===== src/hdl/adir_pkg.sv =====
// shared types, character codes and helpers for the ascii decimal integer reader
package adir_pkg;

  localparam int VALUE_WIDTH_DEFAULT = 32;
  localparam int MAG_W               = 32;
  localparam int CH_W                = 8;

  localparam logic [CH_W-1:0] CH_ZERO  = 8'h30;
  localparam logic [CH_W-1:0] CH_NINE  = 8'h39;
  localparam logic [CH_W-1:0] CH_PLUS  = 8'h2B;
  localparam logic [CH_W-1:0] CH_MINUS = 8'h2D;
  localparam logic [CH_W-1:0] CH_SPACE = 8'h20;
  localparam logic [CH_W-1:0] CH_TAB   = 8'h09;
  localparam logic [CH_W-1:0] CH_CR    = 8'h0D;

  localparam logic SIGNED_MODE_RESET = 1'b1;

  // character held in the input register
  typedef struct packed {
    logic            valid;
    logic [CH_W-1:0] ch;
  } stage_t;

  // one result as it leaves the parser
  typedef struct packed {
    logic             accepted;
    logic             valid_res;
    logic             negative;
    logic [MAG_W-1:0] magnitude;
    logic             overflow;
  } result_t;

  function automatic logic is_space(input logic [CH_W-1:0] c);
    return (c == CH_SPACE) || ((c >= CH_TAB) && (c <= CH_CR));
  endfunction

  function automatic logic is_digit(input logic [CH_W-1:0] c);
    return (c >= CH_ZERO) && (c <= CH_NINE);
  endfunction

endpackage


===== src/hdl/adir_in_stage.sv =====
// input register: holds one character until the parser takes it
module adir_in_stage (
  input  logic                        clk,
  input  logic                        rst,
  input  logic                        in_valid,
  output logic                        in_stall,
  input  logic [adir_pkg::CH_W-1:0]   ch,
  input  logic                        advance,
  output adir_pkg::stage_t            stage
);

  logic                      s1_valid;
  logic [adir_pkg::CH_W-1:0] s1_ch;
  logic                      load;

  assign in_stall = s1_valid && !advance;
  assign load     = in_valid && !in_stall;

  always_ff @(posedge clk) begin
    if (rst) begin
      s1_valid <= 1'b0;
    end else begin
      s1_valid <= load || (s1_valid && !advance);
    end
  end

  always_ff @(posedge clk) begin
    if (load) begin
      s1_ch <= ch;
    end
  end

  assign stage.valid = s1_valid;
  assign stage.ch    = s1_ch;

endmodule


===== src/hdl/adir_parse.sv =====
// parser state and the per-character step, plus the mode register
module adir_parse #(
  parameter int VALUE_WIDTH = adir_pkg::VALUE_WIDTH_DEFAULT
) (
  input  logic               clk,
  input  logic               rst,
  input  logic               cfg_valid,
  output logic               cfg_ready,
  input  logic               cfg_data,
  input  adir_pkg::stage_t   stage,
  input  logic               advance,
  output adir_pkg::result_t  result
);

  localparam int PW    = VALUE_WIDTH + 4;
  localparam int MAG_W = adir_pkg::MAG_W;

  logic                   signed_mode;
  logic                   in_number;
  logic                   minus_seen;
  logic [VALUE_WIDTH-1:0] accum;
  logic                   well_formed;
  logic                   overflowed;

  logic                   in_number_next;
  logic                   minus_seen_next;
  logic [VALUE_WIDTH-1:0] accum_next;
  logic                   well_formed_next;
  logic                   overflowed_next;
  logic                   accepted;

  logic                   c_space;
  logic                   c_digit;
  logic                   c_sign;
  logic                   start;
  logic                   minus_b;
  logic [VALUE_WIDTH-1:0] accum_b;
  logic                   wf_b;
  logic                   ovf_b;
  logic [PW-1:0]          accum_w;
  logic [PW-1:0]          prod;
  logic [3:0]             digit;
  logic                   step;

  assign cfg_ready = 1'b1;
  assign step      = stage.valid && advance;

  assign c_space = adir_pkg::is_space(stage.ch);
  assign c_digit = adir_pkg::is_digit(stage.ch);
  assign c_sign  = (stage.ch == adir_pkg::CH_PLUS) || (stage.ch == adir_pkg::CH_MINUS);
  assign start   = !in_number && !c_space;

  // a new number starts from cleared state
  assign minus_b = start ? 1'b0 : minus_seen;
  assign accum_b = start ? '0 : accum;
  assign wf_b    = start ? 1'b0 : well_formed;
  assign ovf_b   = start ? 1'b0 : overflowed;

  // times ten plus digit, top four bits catch the overflow
  assign digit   = 4'(stage.ch - adir_pkg::CH_ZERO);
  assign accum_w = PW'(accum_b);
  assign prod    = (accum_w << 3) + (accum_w << 1) + PW'(digit);

  always_comb begin
    in_number_next   = in_number;
    minus_seen_next  = minus_b;
    accum_next       = accum_b;
    well_formed_next = wf_b;
    overflowed_next  = ovf_b;
    accepted         = 1'b1;
    if (!in_number && c_space) begin
      // idle whitespace, state untouched
    end else if (start && signed_mode && c_sign) begin
      in_number_next  = 1'b1;
      minus_seen_next = (stage.ch == adir_pkg::CH_MINUS);
    end else if (c_digit) begin
      in_number_next   = 1'b1;
      accum_next       = prod[VALUE_WIDTH-1:0];
      well_formed_next = 1'b1;
      overflowed_next  = ovf_b || (|prod[PW-1:VALUE_WIDTH]);
    end else begin
      in_number_next = 1'b0;
      accepted       = 1'b0;
      if (!c_space) begin
        well_formed_next = 1'b0;
      end
    end
  end

  always_ff @(posedge clk) begin
    if (rst) begin
      signed_mode <= adir_pkg::SIGNED_MODE_RESET;
      in_number   <= 1'b0;
      minus_seen  <= 1'b0;
      accum       <= '0;
      well_formed <= 1'b0;
      overflowed  <= 1'b0;
    end else begin
      if (cfg_valid && cfg_ready) begin
        signed_mode <= cfg_data;
      end
      if (step) begin
        in_number   <= in_number_next;
        minus_seen  <= minus_seen_next;
        accum       <= accum_next;
        well_formed <= well_formed_next;
        overflowed  <= overflowed_next;
      end
    end
  end

  assign result.accepted  = accepted;
  assign result.valid_res = well_formed_next;
  assign result.negative  = minus_seen_next;
  assign result.magnitude = MAG_W'(accum_next);
  assign result.overflow  = overflowed_next;

endmodule


===== src/hdl/adir_out_stage.sv =====
// result register with valid and stall toward the consumer
module adir_out_stage (
  input  logic               clk,
  input  logic               rst,
  input  logic               take_valid,
  input  adir_pkg::result_t  result,
  output logic               advance,
  output logic               out_valid,
  input  logic               out_stall,
  output adir_pkg::result_t  out_res
);

  logic              held;
  adir_pkg::result_t res;

  assign advance = !held || !out_stall;

  always_ff @(posedge clk) begin
    if (rst) begin
      held <= 1'b0;
    end else if (advance) begin
      held <= take_valid;
    end
  end

  always_ff @(posedge clk) begin
    if (advance && take_valid) begin
      res <= result;
    end
  end

  assign out_valid = held;
  assign out_res   = res;

endmodule


===== src/hdl/ascii_decimal_integer_reader_core.sv =====
// top level of the ascii decimal integer reader
// a character is held in the input register, stepped by the parser and then registered
//   in the result register, which drives the outputs
// throughput: one character per cycle while the consumer does not stall, set by the single
//   register-to-register step, a sum of two shifted accumulator copies and the digit
// reset: synchronous; clears parser state and both register valid flags, signed mode returns to 1
module ascii_decimal_integer_reader_core #(
  parameter int VALUE_WIDTH = adir_pkg::VALUE_WIDTH_DEFAULT
) (
  input  logic                      clk,
  input  logic                      rst,
  input  logic                      in_valid,
  output logic                      in_stall,
  input  logic [adir_pkg::CH_W-1:0] ch,
  output logic                      out_valid,
  input  logic                      out_stall,
  output logic                      accepted,
  output logic                      valid_res,
  output logic                      negative,
  output logic [adir_pkg::MAG_W-1:0] magnitude,
  output logic                      overflow,
  input  logic                      cfg_valid,
  output logic                      cfg_ready,
  input  logic                      cfg_data
);

  adir_pkg::stage_t  stage;
  adir_pkg::result_t result;
  adir_pkg::result_t out_res;
  logic              advance;

  adir_in_stage u_in (
    .clk      (clk),
    .rst      (rst),
    .in_valid (in_valid),
    .in_stall (in_stall),
    .ch       (ch),
    .advance  (advance),
    .stage    (stage)
  );

  adir_parse #(
    .VALUE_WIDTH (VALUE_WIDTH)
  ) u_parse (
    .clk       (clk),
    .rst       (rst),
    .cfg_valid (cfg_valid),
    .cfg_ready (cfg_ready),
    .cfg_data  (cfg_data),
    .stage     (stage),
    .advance   (advance),
    .result    (result)
  );

  adir_out_stage u_out (
    .clk        (clk),
    .rst        (rst),
    .take_valid (stage.valid),
    .result     (result),
    .advance    (advance),
    .out_valid  (out_valid),
    .out_stall  (out_stall),
    .out_res    (out_res)
  );

  assign accepted  = out_res.accepted;
  assign valid_res = out_res.valid_res;
  assign negative  = out_res.negative;
  assign magnitude = out_res.magnitude;
  assign overflow  = out_res.overflow;

endmodule


===== config.mk =====
export PLATFORM = sky130hd
export DESIGN_NAME = ascii_decimal_integer_reader_core
export DESIGN_NICKNAME = d
export VERILOG_FILES = /design/src/hdl/adir_pkg.sv /design/src/hdl/adir_in_stage.sv /design/src/hdl/adir_parse.sv /design/src/hdl/adir_out_stage.sv /design/src/hdl/ascii_decimal_integer_reader_core.sv
export SDC_FILE = /design/constraint.sdc
export NUM_CORES = 1
export LEC_CHECK = 0
export ABC_AREA = 1
export BUFFER_PORTS_ARGS = -buffer_cell sky130_fd_sc_hd__buf_2
export CAP_MARGIN = 20
export CORE_ASPECT_RATIO = 1.5
export CORE_MARGIN = 1
export CORE_UTILIZATION = 47
export CTS_CLUSTER_SIZE = 24
export DETAILED_ROUTE_END_ITERATION = 6
export PLACE_DENSITY = 0.77
export SLEW_MARGIN = 15
export SYNTH_ARGS = -nofsm -noshare
export SYNTH_HDL_FRONTEND = slang
export SYNTH_SLANG_ARGS = --single-unit

===== constraint.sdc =====
create_clock -name clk -period 3.26 [get_ports clk]
set_input_delay 0.163 -clock clk [delete_from_list [all_inputs] [get_ports clk]]
set_output_delay 0.163 -clock clk [all_outputs]
set_load 0.02 [all_outputs]

==> impl_metrics.csv <==
group,metric,value,unit
clock_network,htree_levels,3,
clock_network,clock_sinks,83,
global_route,use_met3,0.03996,
synthesis,synth_nets,1046,
cells_and_area,instances_no_fill,1321,
drt,drt_pre_antenna_iters,5,
drt,via_count,6874,
floorplan,dieArea,14520,um^2
worst_setup_path,critical_path_required,3.50,ns
synthesis,synth-edff-count,44,
synthesis,synthTopCellsByCount,"nand2_1, inv_1, nor2_1",
synthesis,avgSynthCellArea,6.821,um^2
global_route,grt_pass1_vias,7058,
clock_network,cts_tree,"done",
run_status,violations,"negative setup slack",
cells_and_area,num_antenna_cells,0,
sta,period_share,1.070,
drt,avgViaCountPerCell,5.204,
synthesis,synth.distinct_cells,48,
placed_design,hpwlAfterDp,13420,um
synthesis,ys_warn_count,0,
synthesis,synthTopCellsByArea,"edfxtp_1, nand2_1, ha_1",
drt,drtIter0Drc,339,
clock_network,clock_latency,0.35,ns
sta,slew_headroom,0.4078,
clock_network,cts_root_buf,"clkbuf_16",
sta,finalHoldViolCount,0,
sta,finClkSkew,0.01197,ns
worst_setup_path,crit_top_cell,"nand2_1",
worst_setup_path,cpPeakStageDelay,0.44,ns
global_route,grt_start_max_net_pins,76,
floorplan,initial_utilization,0.4851,
floorplan,io_pins,53,
drt,remaining_drc_errors,0,
placed_design,pre_cts_slack,-0.3614,ns
drt,drt_wl_total,20150,um
worst_setup_path,crit_chain,"nor2_2, nand2_2, nand2_1, inv_1, nand2_2, nand3_4, buf_12, nand2_2, inv_1, ha_1, ha_4, buf_6, nand2_1, nand2_1, a21oi_2, nand2_1, nand2_1, nand3_2, buf_4, xor2_1, nand2_1, o21ai_2, o21ai_0, inv_1",
power,p_leak,4.788,nW
global_route,grt_busiest_layer,"met2",
cells_and_area,area_growth,37.37,%
placed_design,dp.cells,1281,
floorplan,die_w,98.73,um
clock_network,path_clk_slew,0.07,ns
power,ir_worst_vdd,0.2509,mV
cells_and_area,num-nets-final,1233,
sta,rsz0062_at_grt,"true",
synthesis,synth_top_area_share,0.2003,
synthesis,ys.flop_type,"edfxtp_1",
worst_setup_path,critPathMaxFanout,13,
worst_setup_path,cp.arrival,3.72,ns
floorplan,coreArea,13600,um^2
sta,period_needed,3.487,ns
synthesis,synth_cells,967,
power,finalPower,2.484,mW
clock_network,numCtsBuffers,9,
synthesis,synth_sequential_area_ratio,0.3187,
worst_setup_path,worstSetupStartpointType,"flop",
power,power.density,274.1,nW/um^2
cells_and_area,drive_above_1_share,0.3167,
global_route,grt_usage,0.2803,
sta,setup_ws,-0.2269,ns
sta,worstMarginPinSlew,0.8883,ns
global_route,grt_pass1_wl,32020,um
synthesis,syn_area,6596,um^2
floorplan,die_y,147.1,um
drt,post_drt_wl_per_cell,15.25,um
sta,clock.fmax,286.8,MHz
floorplan,fp-row-count,52,
global_route,grt_overflow,0,
sta,finalSetupTns,-5.259,ns
drt,ant_nets,0,
worst_setup_path,cp_slowest_cell,"edfxtp_1",
synthesis,synth-seq-cells,83,
synthesis,yosysMostFrequentCell,"nand2_1",
worst_setup_path,critPathCaptureType,"flop",
run_status,status,"finished with violations",
global_route,grtUsageMet2,0.5391,
sta,setup_viol,50,
synthesis,yosysTopAreaCell,"edfxtp_1",
synthesis,synth_async_sr_flop_share,0,
sta,report.final.slew_viol_count,0,
placed_design,routabilityCongestion,0.9772,
global_route,met1_usage,0.2780,
flow_run,maxCapViolCount,0,
hold_path,hp-class,"in -> reg",
worst_setup_path,crit_type,"reg -> reg",
placed_design,place.port_buffers,51,
global_route,antenna_found_initial,0,
clock_network,clockBufferDepth,2,
==> power by group <==
| group | leakage, nW | switching, mW | internal (mW) |
|---|---|---|---|
| Clock | 0.152 | 0.473 | 0.593 |
| Sequential | 0.744 | 0.0225 | 1.15 |
| Combinational | 3.89 | 0.151 | 0.0934 |
==> worst paths after layout <==
kind                     start                 to  slack, ns  cells after the start
max              u_in.s1_ch[2]  u_parse.accum[19]      -0.23                     24
max reg2reg      u_in.s1_ch[2]  u_parse.accum[19]      -0.23                     24
min                   in_valid      u_in.s1_valid       0.03                      2
min reg2reg  u_parse.accum[30]  u_parse.accum[30]       0.48                      2
==> final cells by class <==
type | instances | area [um^2]
clock inverter | 5 | 41.29
sequential | 83 | 2102
multi-input combinational | 677 | 4330
fill | 1013 | 4537
timing repair buffer | 197 | 1420
tap | 162 | 202.7
clock buffer | 11 | 264.0
inverter | 186 | 700.7
==> repair_timing <==
action | CTS | global route
resized for setup | 68 | 64
hold endpoints to repair | 8 | 0
buffers inserted | 11 | 5
setup endpoints to repair | 44 | 55
hold buffers | 8 | 0
pin swaps | 2 | 8
==> layer usage <==
metal  vias up  share of wire
met5         -              0
met4         0          0.053
met3        80          0.036
met2       241           0.54
met1      3136           0.38
li1       3417              -
==> metrics by stage <==
stage,hold WS [ns],util,area [um^2]
3_3_place_gp,0.3405,0.5797,7883
4_1_cts,0.01222,0.6400,8703
3_5_place_dp,0.3411,0.5797,7883
5_1_grt,0.03741,0.6664,9061
2_1_floorplan,0.2619,-,6604
6_report,0.03286,0.6664,9061
==> critical path, delay by kind of cell, from the launching register on <==
kind / cells / cell delay (ns)
AO/OA/AOI/OAI: 3 / 0.44
adder cells (fa/ha/maj): 2 / 0.60
XOR/XNOR: 1 / 0.15
AND/OR/NAND/NOR: 12 / 1.09
flip-flops: 1 / 0.44
buffers and inverters: 6 / 0.65
==> logic make-up after synthesis <==
group,synth area share
AND/OR/NAND/NOR,0.3029
buffers and inverters,0.1256
AO/OA/AOI/OAI,0.1227
flip-flops,0.3187
adder cells (fa/ha/maj),0.1256
XOR/XNOR,0.003984
other,0.0005685
==> state kept, by name (all words and copies together) (netlist names) <==
signal	cells
u_in.s1_ch	8
u_in.s1_valid	1
u_out.out_res	36
u_out.out_valid	1
u_parse.accum	32
u_parse.in_number	1
u_parse.minus_seen	1
u_parse.overflowed	1
u_parse.signed_mode	1
u_parse.well_formed	1
==> placed cells by master (no fill, tap or decap), types with 5 or more instances in the layout <==
master	n
inv_1	172
ha_1	30
ha_4	30
nor2_4	8
buf_4	132
nand2_1	248
nand3_1	24
dfxtp_1	39
nand3_2	9
buf_2	51
nor2_1	97
a21oi_2	13
nand2_4	5
nand2_2	39
o21ai_1	45
o21ai_0	25
o21ai_2	8
clkbuf_16	10
nor3_2	6
o21bai_1	5
nor3_1	5
nor2_2	11
inv_2	13
dlygate4sd3_1	8
a21oi_1	30
edfxtp_1	44
(Power assumes the default switching activity.)
